### src/sv/cfsh_pkg.sv
// Package for the class file header scanner.
// Holds pool tag codes, field byte counts, parse phases and the result struct.
// No dependencies; every other file of the block uses it by scoped names.
`default_nettype none

package cfsh_pkg;

  // Default width of the byte position counter.
  localparam int POSITION_BITS_DEF = 32;

  // Constant-pool tag codes.
  localparam logic [7:0] TAG_UTF8       = 8'd1;
  localparam logic [7:0] TAG_INTEGER    = 8'd3;
  localparam logic [7:0] TAG_FLOAT      = 8'd4;
  localparam logic [7:0] TAG_LONG       = 8'd5;
  localparam logic [7:0] TAG_DOUBLE     = 8'd6;
  localparam logic [7:0] TAG_CLASS      = 8'd7;
  localparam logic [7:0] TAG_STRING     = 8'd8;
  localparam logic [7:0] TAG_FIELDREF   = 8'd9;
  localparam logic [7:0] TAG_METHODREF  = 8'd10;
  localparam logic [7:0] TAG_IMETHODREF = 8'd11;
  localparam logic [7:0] TAG_NAMETYPE   = 8'd12;

  // Payload bytes skipped after a tag.
  localparam logic [15:0] SKIP_WIDE = 16'd8;
  localparam logic [15:0] SKIP_WORD = 16'd4;
  localparam logic [15:0] SKIP_HALF = 16'd2;

  // Pool slots taken by an entry.
  localparam logic [15:0] SLOTS_WIDE   = 16'd2;
  localparam logic [15:0] SLOTS_SINGLE = 16'd1;

  // Byte counts of the fixed-size fields.
  localparam logic [3:0] HEADER_BYTES = 4'd10;
  localparam logic [3:0] UTFLEN_BYTES = 4'd2;
  localparam logic [3:0] CLASS_BYTES  = 4'd8;
  localparam logic [3:0] IFACE_BYTES  = 4'd2;

  // Result status codes.
  localparam logic [1:0] ST_OK     = 2'd0;
  localparam logic [1:0] ST_BADTAG = 2'd1;
  localparam logic [1:0] ST_SHORT  = 2'd2;

  typedef enum logic [2:0] {
    PH_HEADER,
    PH_TAG,
    PH_UTFLEN,
    PH_PAYLOAD,
    PH_CLASS,
    PH_IFACE,
    PH_DONE,
    PH_FAILED
  } phase_t;

  typedef struct packed {
    logic [1:0]  status;
    logic [31:0] data_offset;
    logic [31:0] data_size;
  } cfsh_result_t;

endpackage

`default_nettype wire

### src/sv/class_file_header_scanner.sv
// Top level of the class file header scanner.
// Instantiates cfsh_parse and cfsh_out_reg; depends on cfsh_pkg.
`default_nettype none

// The scanner takes a class file one byte per transaction on the in_ stream,
// with in_tlast on the final byte, and sends one result transaction per file
// on the out_ stream: a status (ok, unknown constant tag, or file too short),
// the byte offset just after the interface table and the number of bytes that
// follow it, both zero unless the status is ok. Every byte is parsed in the
// cycle it is accepted, so the block takes one byte per clock, back to back,
// with no gap between files; the only thing that stalls the input is a result
// still held in the output register while out_tready is low, because the
// parse state updates in the same cycle as the accepted byte and the single
// result register is the only place a finished result can wait. A result
// appears in the cycle after its last byte. No clearing pass is needed after
// reset, and the parser returns to its start state by itself after each file.
module class_file_header_scanner #(
  parameter int POSITION_BITS = cfsh_pkg::POSITION_BITS_DEF
) (
  input  wire logic        clk,
  input  wire logic        rst_n,
  // Input stream: one byte of the class file per transaction.
  input  wire logic        in_tvalid,
  output logic             in_tready,
  input  wire logic [7:0]  in_tdata,   // [7:0] byte_value
  input  wire logic        in_tlast,   // last_byte
  // Result stream: one transaction per file.
  output logic             out_tvalid,
  input  wire logic        out_tready,
  output logic [71:0]      out_tdata   // [1:0] status, [33:2] data_offset,
                                       // [65:34] data_size, [71:66] zero
);

  logic                   in_accept;
  logic                   res_fire;
  cfsh_pkg::cfsh_result_t res;
  cfsh_pkg::cfsh_result_t held;
  logic                   held_full;

  // A new byte can enter whenever the result register is empty or draining.
  assign in_tready = !held_full || out_tready;
  assign in_accept = in_tvalid && in_tready;

  cfsh_parse #(
    .POSITION_BITS(POSITION_BITS)
  ) u_parse (
    .clk        (clk),
    .rst_n      (rst_n),
    .byte_accept(in_accept),
    .byte_value (in_tdata),
    .last_byte  (in_tlast),
    .res_fire   (res_fire),
    .res        (res)
  );

  cfsh_out_reg u_out (
    .clk      (clk),
    .rst_n    (rst_n),
    .load     (res_fire),
    .load_data(res),
    .take     (out_tready),
    .full     (held_full),
    .data     (held)
  );

  assign out_tvalid = held_full;
  assign out_tdata  = {6'd0, held.data_size, held.data_offset, held.status};

endmodule

`default_nettype wire

### src/sv/cfsh_parse.sv
// Byte-serial parse engine of the class file header scanner.
// Holds the phase, position and field counters and builds the result on the last byte.
// Depends on cfsh_pkg.
`default_nettype none

module cfsh_parse #(
  parameter int POSITION_BITS = cfsh_pkg::POSITION_BITS_DEF
) (
  input  wire logic                 clk,
  input  wire logic                 rst_n,
  input  wire logic                 byte_accept,
  input  wire logic [7:0]           byte_value,
  input  wire logic                 last_byte,
  output logic                      res_fire,
  output cfsh_pkg::cfsh_result_t    res
);

  localparam logic [POSITION_BITS-1:0] POS_ONE = {{(POSITION_BITS-1){1'b0}}, 1'b1};

  cfsh_pkg::phase_t          phase_r, phase_nxt;
  logic [POSITION_BITS-1:0]  pos_r, pos_nxt;
  logic [POSITION_BITS-1:0]  found_r, found_nxt;
  logic [3:0]                idx_r, idx_nxt;
  logic [15:0]               gather_r, gather_nxt;
  logic [15:0]               entries_r, entries_nxt;
  logic [15:0]               skip_r, skip_nxt;
  logic [1:0]                status_r, status_nxt;

  logic [15:0] shifted;
  logic [3:0]  idx_inc;
  logic [15:0] take_n;
  logic        take_en;
  logic        entry_end;
  logic [POSITION_BITS-1:0] size_full;

  always_comb begin
    shifted     = {gather_r[7:0], byte_value};
    idx_inc     = idx_r + 4'd1;
    pos_nxt     = pos_r + POS_ONE;
    phase_nxt   = phase_r;
    found_nxt   = found_r;
    idx_nxt     = idx_r;
    gather_nxt  = gather_r;
    entries_nxt = entries_r;
    skip_nxt    = skip_r;
    status_nxt  = status_r;
    take_n      = cfsh_pkg::SLOTS_SINGLE;
    take_en     = 1'b0;
    entry_end   = 1'b0;
    res_fire    = 1'b0;
    res         = '0;
    size_full   = '0;

    case (phase_r)
      cfsh_pkg::PH_HEADER: begin
        gather_nxt = shifted;
        idx_nxt    = idx_inc;
        if (idx_inc == cfsh_pkg::HEADER_BYTES) begin
          entries_nxt = (shifted != 16'd0) ? shifted - 16'd1 : 16'd0;
          idx_nxt     = 4'd0;
          entry_end   = 1'b1;
        end
      end
      cfsh_pkg::PH_TAG: begin
        case (byte_value)
          cfsh_pkg::TAG_LONG, cfsh_pkg::TAG_DOUBLE: begin
            take_en   = 1'b1;
            take_n    = cfsh_pkg::SLOTS_WIDE;
            skip_nxt  = cfsh_pkg::SKIP_WIDE;
            phase_nxt = cfsh_pkg::PH_PAYLOAD;
          end
          cfsh_pkg::TAG_INTEGER, cfsh_pkg::TAG_FLOAT, cfsh_pkg::TAG_FIELDREF,
          cfsh_pkg::TAG_METHODREF, cfsh_pkg::TAG_IMETHODREF,
          cfsh_pkg::TAG_NAMETYPE: begin
            take_en   = 1'b1;
            skip_nxt  = cfsh_pkg::SKIP_WORD;
            phase_nxt = cfsh_pkg::PH_PAYLOAD;
          end
          cfsh_pkg::TAG_CLASS, cfsh_pkg::TAG_STRING: begin
            take_en   = 1'b1;
            skip_nxt  = cfsh_pkg::SKIP_HALF;
            phase_nxt = cfsh_pkg::PH_PAYLOAD;
          end
          cfsh_pkg::TAG_UTF8: begin
            take_en   = 1'b1;
            idx_nxt   = 4'd0;
            phase_nxt = cfsh_pkg::PH_UTFLEN;
          end
          default: begin
            status_nxt = cfsh_pkg::ST_BADTAG;
            phase_nxt  = cfsh_pkg::PH_FAILED;
          end
        endcase
      end
      cfsh_pkg::PH_UTFLEN: begin
        gather_nxt = shifted;
        idx_nxt    = idx_inc;
        if (idx_inc == cfsh_pkg::UTFLEN_BYTES) begin
          idx_nxt = 4'd0;
          if (shifted == 16'd0) begin
            entry_end = 1'b1;
          end else begin
            skip_nxt  = shifted;
            phase_nxt = cfsh_pkg::PH_PAYLOAD;
          end
        end
      end
      cfsh_pkg::PH_PAYLOAD: begin
        skip_nxt = (skip_r != 16'd0) ? skip_r - 16'd1 : 16'd0;
        if (skip_nxt == 16'd0) begin
          entry_end = 1'b1;
        end
      end
      cfsh_pkg::PH_CLASS: begin
        gather_nxt = shifted;
        idx_nxt    = idx_inc;
        if (idx_inc == cfsh_pkg::CLASS_BYTES) begin
          idx_nxt     = 4'd0;
          entries_nxt = shifted;
          if (shifted == 16'd0) begin
            found_nxt = pos_nxt;
            phase_nxt = cfsh_pkg::PH_DONE;
          end else begin
            phase_nxt = cfsh_pkg::PH_IFACE;
          end
        end
      end
      cfsh_pkg::PH_IFACE: begin
        idx_nxt = idx_inc;
        if (idx_inc >= cfsh_pkg::IFACE_BYTES) begin
          idx_nxt     = 4'd0;
          entries_nxt = (entries_r > 16'd1) ? entries_r - 16'd1 : 16'd0;
          if (entries_r <= 16'd1) begin
            found_nxt = pos_nxt;
            phase_nxt = cfsh_pkg::PH_DONE;
          end
        end
      end
      default: begin
      end
    endcase

    // A pool entry gives up its slots; a wide entry in the last slot takes it all.
    if (take_en) begin
      entries_nxt = (entries_r > take_n) ? entries_r - take_n : 16'd0;
    end

    if (entry_end) begin
      if (entries_nxt == 16'd0) begin
        phase_nxt = cfsh_pkg::PH_CLASS;
        idx_nxt   = 4'd0;
      end else begin
        phase_nxt = cfsh_pkg::PH_TAG;
      end
    end

    size_full = pos_nxt - found_nxt;

    if (last_byte) begin
      res_fire = byte_accept;
      if (phase_nxt == cfsh_pkg::PH_DONE) begin
        res.status      = cfsh_pkg::ST_OK;
        res.data_offset = 32'(found_nxt);
        res.data_size   = 32'(size_full);
      end else if (phase_nxt == cfsh_pkg::PH_FAILED) begin
        res.status = status_nxt;
      end else begin
        res.status = cfsh_pkg::ST_SHORT;
      end
      // Back to the reset state for the next file.
      phase_nxt   = cfsh_pkg::PH_HEADER;
      pos_nxt     = '0;
      found_nxt   = '0;
      idx_nxt     = 4'd0;
      gather_nxt  = 16'd0;
      entries_nxt = 16'd0;
      skip_nxt    = 16'd0;
      status_nxt  = cfsh_pkg::ST_OK;
    end
  end

  always_ff @(posedge clk) begin
    if (!rst_n) begin
      phase_r   <= cfsh_pkg::PH_HEADER;
      pos_r     <= '0;
      found_r   <= '0;
      idx_r     <= 4'd0;
      gather_r  <= 16'd0;
      entries_r <= 16'd0;
      skip_r    <= 16'd0;
      status_r  <= cfsh_pkg::ST_OK;
    end else if (byte_accept) begin
      phase_r   <= phase_nxt;
      pos_r     <= pos_nxt;
      found_r   <= found_nxt;
      idx_r     <= idx_nxt;
      gather_r  <= gather_nxt;
      entries_r <= entries_nxt;
      skip_r    <= skip_nxt;
      status_r  <= status_nxt;
    end
  end

endmodule

`default_nettype wire

### src/sv/cfsh_out_reg.sv
// Result register of the class file header scanner.
// Holds one result transaction until the sink takes it; depends on cfsh_pkg.
`default_nettype none

module cfsh_out_reg (
  input  wire logic                   clk,
  input  wire logic                   rst_n,
  input  wire logic                   load,
  input  wire cfsh_pkg::cfsh_result_t load_data,
  input  wire logic                   take,
  output logic                        full,
  output cfsh_pkg::cfsh_result_t      data
);

  logic                   valid_r, valid_nxt;
  cfsh_pkg::cfsh_result_t data_r;

  always_comb begin
    valid_nxt = valid_r;
    if (load) begin
      valid_nxt = 1'b1;
    end else if (take) begin
      valid_nxt = 1'b0;
    end
  end

  always_ff @(posedge clk) begin
    if (!rst_n) begin
      valid_r <= 1'b0;
    end else begin
      valid_r <= valid_nxt;
    end
  end

  always_ff @(posedge clk) begin
    if (load) begin
      data_r <= load_data;
    end
  end

  assign full = valid_r;
  assign data = data_r;

endmodule

`default_nettype wire

### config.mk
export PLATFORM = sky130hd
export DESIGN_NAME = class_file_header_scanner
export DESIGN_NICKNAME = d
export VERILOG_FILES = /design/src/sv/cfsh_pkg.sv /design/src/sv/class_file_header_scanner.sv /design/src/sv/cfsh_parse.sv /design/src/sv/cfsh_out_reg.sv
export SDC_FILE = /design/constraint.sdc
export NUM_CORES = 1
export LEC_CHECK = 0
export BUFFER_PORTS_ARGS = -buffer_cell sky130_fd_sc_hd__buf_2
export CAP_MARGIN = 5
export CORE_UTILIZATION = 52
export CTS_BUF_LIST = sky130_fd_sc_hd__clkbuf_16
export CTS_CLUSTER_DIAMETER = 30
export DETAILED_ROUTE_END_ITERATION = 6
export GPL_TIMING_DRIVEN = 0
export PLACE_DENSITY = 0.74
export SYNTH_ARGS = -nofsm -noshare
export SYNTH_HDL_FRONTEND = slang
export SYNTH_SLANG_ARGS = --single-unit
### constraint.sdc
create_clock -name clk -period 4.8 [get_ports clk]
set_input_delay 0.72 -clock clk [delete_from_list [all_inputs] [get_ports clk]]
set_output_delay 0.72 -clock clk [all_outputs]
set_load 0.05 [all_outputs]
-- Yosys cells after proc, flatten, opt, wreduce, memory -nomap -nowiden
Index checks and enable logic that the tools add are counted.
- magnitude comparators: 4
- bitwise gates (word level): 2
- reductions and logical operators: 23
- mux-type cells: 60
- $add $sub $neg: 7
- equality and inequality tests: 24
- operators by type and width (cell ; count):
    16-bit 2-to-1 mux ; 13
    32-bit 2-to-1 mux ; 6
    16-bit one-hot mux with 3 select lines ; 3
    32-bit one-hot mux with 2 select lines ; 1
    16-bit logical NOT ; 3
    16-bit by 1-bit subtractor with 16-bit output (second input constant) ; 3
    8-bit by 4-bit equality test with 1-bit output (second input constant) ; 5
    32-bit by 1-bit adder with 32-bit output (second input constant) ; 1
    8-bit by 3-bit equality test with 1-bit output (second input constant) ; 4
    4-bit 2-to-1 mux ; 8
    16-bit nonzero test ; 2
    32-bit subtractor ; 1
    3-bit 2-to-1 mux ; 8
    4-bit one-hot mux with 5 select lines ; 1
    16-bit by 1-bit > comparator with 1-bit output (second input constant) ; 1
    16-bit > comparator ; 1
    16-bit by 1-bit <= comparator with 1-bit output (second input constant) ; 1
    8-bit 2-to-1 mux ; 2
    16-bit subtractor ; 1
    3-bit equality test (second input constant) ; 4
    2-bit 2-to-1 mux ; 6
    3-bit one-hot mux with 4 select lines ; 1
    11-bit OR reduction ; 1
    10-bit OR reduction ; 1
    other kinds (26) ; 42
- output and inout bits: 74
- flip-flop bits (word level): 180
- bits of input ports: 13
- logic and storage cells: 133

-- Logic depth before layout (Yosys ltp)
- word-level depth: 13
- gate-level depth with buffers: 21
- mapped depth without buffers: 20

-- Modules after synthesis
A second synthesis with hierarchy kept.
- cell total of the unflattened synthesis: 1478
- area total of the unflattened synthesis: 11932.7 um^2
- by module, submodules not included (module ; area each (um^2) ; times used ; sequential area each (um^2) ; cells an instance):
    cfsh_parse ; 9838.2 ; 1 ; 2262.2 ; 1400
    cfsh_out_reg ; 2023.2 ; 1 ; 2001.9 ; 69
    class_file_header_scanner ; 71.3 ; 1 ; 0.0 ; 9

-- Worst setup path after synthesis
Ideal clock, no wire load.
- kind: input to register
- start: input in_tdata[0]
- end: register u_out.data_r, in the netlist u_out.data[30], data pin
- data required time: 4.543 ns
- data arrival time: 4.938 ns
- path slack: -0.395 ns
- path buffers: 2
- library setup time: 0.257 ns
- cell stages on the path: 21
- cells stage by stage: inv_1 > ha_1 > nor3b_1 > nand4_1 > clkbuf_1 > nor2_1 > o21ai_0 > nor3_2 > buf_2 > mux2i_1 > ha_1 > and3_1 > and3_1 > a21oi_1 > o211ai_1 > a31oi_1 > o211ai_1 > o311a_1 > a31oi_1 > xor2_1 > nor2_1
- longest elaborated chain between the ends: 12
- elaborated cells between the ends (all ways): 47
- those cells by class: add/sub: 3; order compare: 1; eq/ne: 12; mux: 24; reduce/logical: 7
- RTL lines (item ; RTL line ; source):
    start: declaration ; class_file_header_scanner.sv:25 ; input wire logic [7:0] in_tdata,
    8-bit by 3-bit equality test with 1-bit output ; cfsh_parse.sv:65 ; case (byte_value)
    2-bit OR reduction ; n/a ;
    2-bit 2-to-1 mux ; cfsh_parse.sv:65 ;
    16-bit 2-to-1 mux ; cfsh_parse.sv:54 ; case (phase_r)
    16-bit subtractor / 16-bit > comparator (equally long branches) ; cfsh_parse.sv:145 ; entries_nxt = (entries_r > take_n) ? entries_r - take_n : 16'd0;
    16-bit 2-to-1 mux ; cfsh_parse.sv:145 ;
    16-bit 2-to-1 mux ; cfsh_parse.sv:144 ; if (take_en) begin
    16-bit logical NOT ; cfsh_parse.sv:149 ; if (entries_nxt == 16'd0) begin
    3-bit 2-to-1 mux ; cfsh_parse.sv:149 ;
    3-bit 2-to-1 mux ; cfsh_parse.sv:148 ; if (entry_end) begin
    3-bit equality test ; cfsh_parse.sv:161 ; if (phase_nxt == cfsh_pkg::PH_DONE) begin
    2-bit AND reduction (no line) ; n/a ;
    end signal: assignment ; cfsh_out_reg.sv:37 ; data_r <= load_data;
    end: declaration ; cfsh_out_reg.sv:16 ; cfsh_pkg::cfsh_result_t data_r;
Several ways; a longest one is shown, not always the timed one.
A chain may end at the register's enable or synchronous reset.

-- Final worst setup path
- start: input in_tdata[1]
- end: register u_out.data_r, in the netlist u_out.data[30], data pin
Same word-level chain as after synthesis.

==> flow_summary_export.csv <==
group,metric,value,unit
outcome,outcome,"completed",
global_routing,gr-total-overflow,0,
synthesis,netlist.area_leader.share,18.9,%
sta,finalHoldViolations,0,
global_routing,antenna_found_initial,0,
final_layout,fin_util,64.7,%
synthesis,seq_area_frac_synth,35.4,%
die,core_area,22700,µm²
cts,clockBufferDepth,2,
final_layout,area_growth,21.8,%
worst_setup_path,r2r-end,"u_out.data[30]",
synthesis,ys.flop_type,"dfxtp_1",
synthesis,synth_edf_count,66,
sta,slew_viol_final,0,
sta,finalCriticalPeriod,4.78,ns
placement,numPortBuffers,74,
worst_setup_path,rrSetupSlack,0.04,ns
worst_setup_path,critPathKind,"input port to flop",
worst_setup_path,cp.required,4.99,ns
synthesis,syn_area_per_cell,8.35,µm²
cts,h-tree-depth,4,
route,drc,0,
worst_setup_path,start_kind,"input port",
final_layout,diodes,0,
route,finalWirelength,36500,µm
synthesis,synthTopCellsByArea,"dfxtp_1, edfxtp_1, o21ai_0, ha_1, nor2_1",
global_routing,grt_max_degree,38,
worst_hold_path,hp-class,"flop to flop",
synthesis,synth-seq-cells,180,
synthesis,yosysTopAreaCell,"dfxtp_1",
power,ir_drop,0.181,mV
worst_setup_path,crit_path_end,"u_out.data[30]",
sta,fin_skew,0.0131,ns
synthesis,yosysMostFrequentCell,"nor2_1",
job,drv_cap,0,
route,drt_iter0_drc,1133,
synthesis,ys_async_sr_fraction,0,%
worst_setup_path,cp_max_fo,6,
final_layout,fillers,1842,
route,postRouteAntennaNets,0,
sta,max_freq,209,MHz
route,wl_per_cell,19.2,µm
final_layout,drive_above_1_share,19.2,%
final_layout,layout.nets,1659,
sta,setup_viol,0,
synthesis,synthCells,1444,
cts,cts_made_buffers,17,
route,vias_per_cell,6.13,
worst_setup_path,worstSetupStartpoint,"in_tdata[1]",
sta,timing.slew.headroom,14.1,%
synthesis,synth_common_cells,"nor2_1, nand2_1, dfxtp_1, o21ai_0",
global_routing,grt_pass1_wl,57300,µm
die,dieHeight,154,µm
worst_setup_path,reg2reg_from,"u_parse.idx_r[1]",
synthesis,synth.distinct_cells,80,
cts,clkLatencyLatePin,0.44,ns
power,p_leak,5.44,nW
route,vias,11600,
worst_setup_path,cp.arrival,4.97,ns
synthesis,yosysWarnings,0,
sta,fin_crit_sh,99.6,%
cts,clkTransAtPathRegs,0.07,ns
die,die_area,23800,µm²
placement,place.detailed.hpwl,25000,µm
global_routing,grt_pass1_vias,11000,
sta,rsz0062_at_grt,"true",
power,power_density,235,nW/µm²
die,row_count,55,
die,design.portCount,87,
route,dr.pass1.iters,6,
die,start_util,53.1,%
cts,cts.sinks,180,
global_routing,track_usage,30.3,%
die,die_w,154,µm
sta,tightest_slew,1.28,ns
worst_setup_path,r2r_cells,22,
cts,cts_tree,"built",
worst_setup_path,cp-end-kind,"flop",
placement,gp_congestion,0.971,
cts,cts_root_buf,"clkbuf_16",
synthesis,syn-cell-area,12100,µm²
sta,holdWs,0.490,ns
-- worst min-delay path by stage --
stage,startpoint,endpoint,slack [ns],cells after the start
after floorplan,u_parse.status_r[1],u_parse.status_r[1],0.44,1
after global placement,u_parse.status_r[1],u_parse.status_r[1],0.46,1
after detailed placement,u_parse.status_r[1],u_parse.status_r[1],0.47,1
after CTS,u_parse.status_r[1],u_parse.status_r[1],0.49,1
after global routing,u_parse.status_r[1],u_parse.status_r[1],0.50,1
final,u_parse.status_r[1],u_parse.status_r[1],0.49,1
-- logic make-up (layout without fill, tap and decap cells) --
group | after synthesis | in the layout | share of synthesized area [%]
simple gates | 584 | 584 | 24.9
compound gates | 369 | 369 | 20.0
flops | 180 | 180 | 35.4
buf+inv | 128 | 292 | 4.43
xor+xnor | 97 | 97 | 7.05
fa+ha+maj | 46 | 46 | 4.90
mux | 39 | 39 | 3.27
other cells | 1 | 6 | 0.0311
-- flip-flops by register name, indices dropped and copies added (netlist names) --
| signal | flops |
|---|---|
| u_parse.status_r | 2 |
| u_out.data | 66 |
| u_parse.gather_r | 8 |
| u_parse.idx_r | 4 |
| u_parse.found_r | 32 |
| u_out.full | 1 |
| u_parse.entries_r | 16 |
| u_parse.pos_r | 32 |
| u_parse.skip_r | 16 |
| u_parse.phase_r | 3 |
-- repair_timing --
action                                  4_1_cts  5_1_grt
hold buffers                                  0        0
endpoints found under the setup margin       27       18
resized for setup                            66       79
pin swaps                                    21       36
setup buffers                                38       30
-- placed cells by master (no fill, tap or decap), types with 25 or more instances in the layout --
cell type    n
buf_2       90
nand2_1    123
and2_1      53
nor2b_1     64
ha_1        27
nor3_1      35
edfxtp_1    66
buf_4       68
o21ai_0    111
nand3_1     42
nor2_1     141
a21oi_1     52
xor2_1      37
dfxtp_1    106
xnor2_1     55
clkbuf_1    52
inv_1       25
a22oi_1     49
-- through the flow --
step	setup WS, ns	TNS [ns]	total power, mW	cell area, µm²	instances
floorplan	0.0778	0	1.90	12200	1449
global placement	-1.48	-26.59	1.99	12900	1808
finish	0.0171	0	3.45	14700	1898
CTS	-0.00142	-0.00142	3.43	14200	1877
global route	-0.146	-0.313	3.55	14700	1898
detailed placement	-1.45	-22.21	1.99	12900	1810
-- cell type report --
type,instances,area [µm²],area share [%]
Inverter,29,134,0.911
Clock buffer,17,425,2.90
Timing Repair Buffer,142,943,6.42
Clock inverter,15,186,1.27
Buffer,89,433,2.95
Sequential cell,180,4280,29.1
Multi-Input combinational cell,1141,7930,54.0
Tap cell,285,357,2.43
-- routing by layer --
layer,part of all wire (%),up-vias,global-route usage (%)
met5,0,-,0
met4,4.3,0,14.2
met3,6.9,115,4.26
met2,48,530,50.9
met1,41,5468,38.7
li1,-,5528,-
-- worst max-delay path: stages --
cell	delay (ns)
buf_12	0.12
clkinv_8	0.04
ha_4	0.13
nor3b_4	0.22
nand4_1	0.17
clkbuf_8	0.19
nor2_4	0.12
o21ai_2	0.09
nor3_4	0.20
buf_6	0.15
buf_8	0.15
buf_8	0.15
mux2i_4	0.28
ha_4	0.18
and3_4	0.20
a21boi_4	0.21
a21oi_4	0.06
o211ai_1	0.51
a31oi_2	0.22
o211ai_1	0.24
o311a_1	0.26
a31oi_1	0.12
xor2_1	0.17
nor2_1	0.06
-- report_power, final --
group	total [mW]	leakage, nW	internal [mW]	switching, mW
registers	1.62	1.54	1.60	0.0160
clock network	1.46	0.296	0.753	0.706
logic	0.374	3.61	0.108	0.266
total	3.45	5.44	2.46	0.988
(Power assumes the default switching activity.)
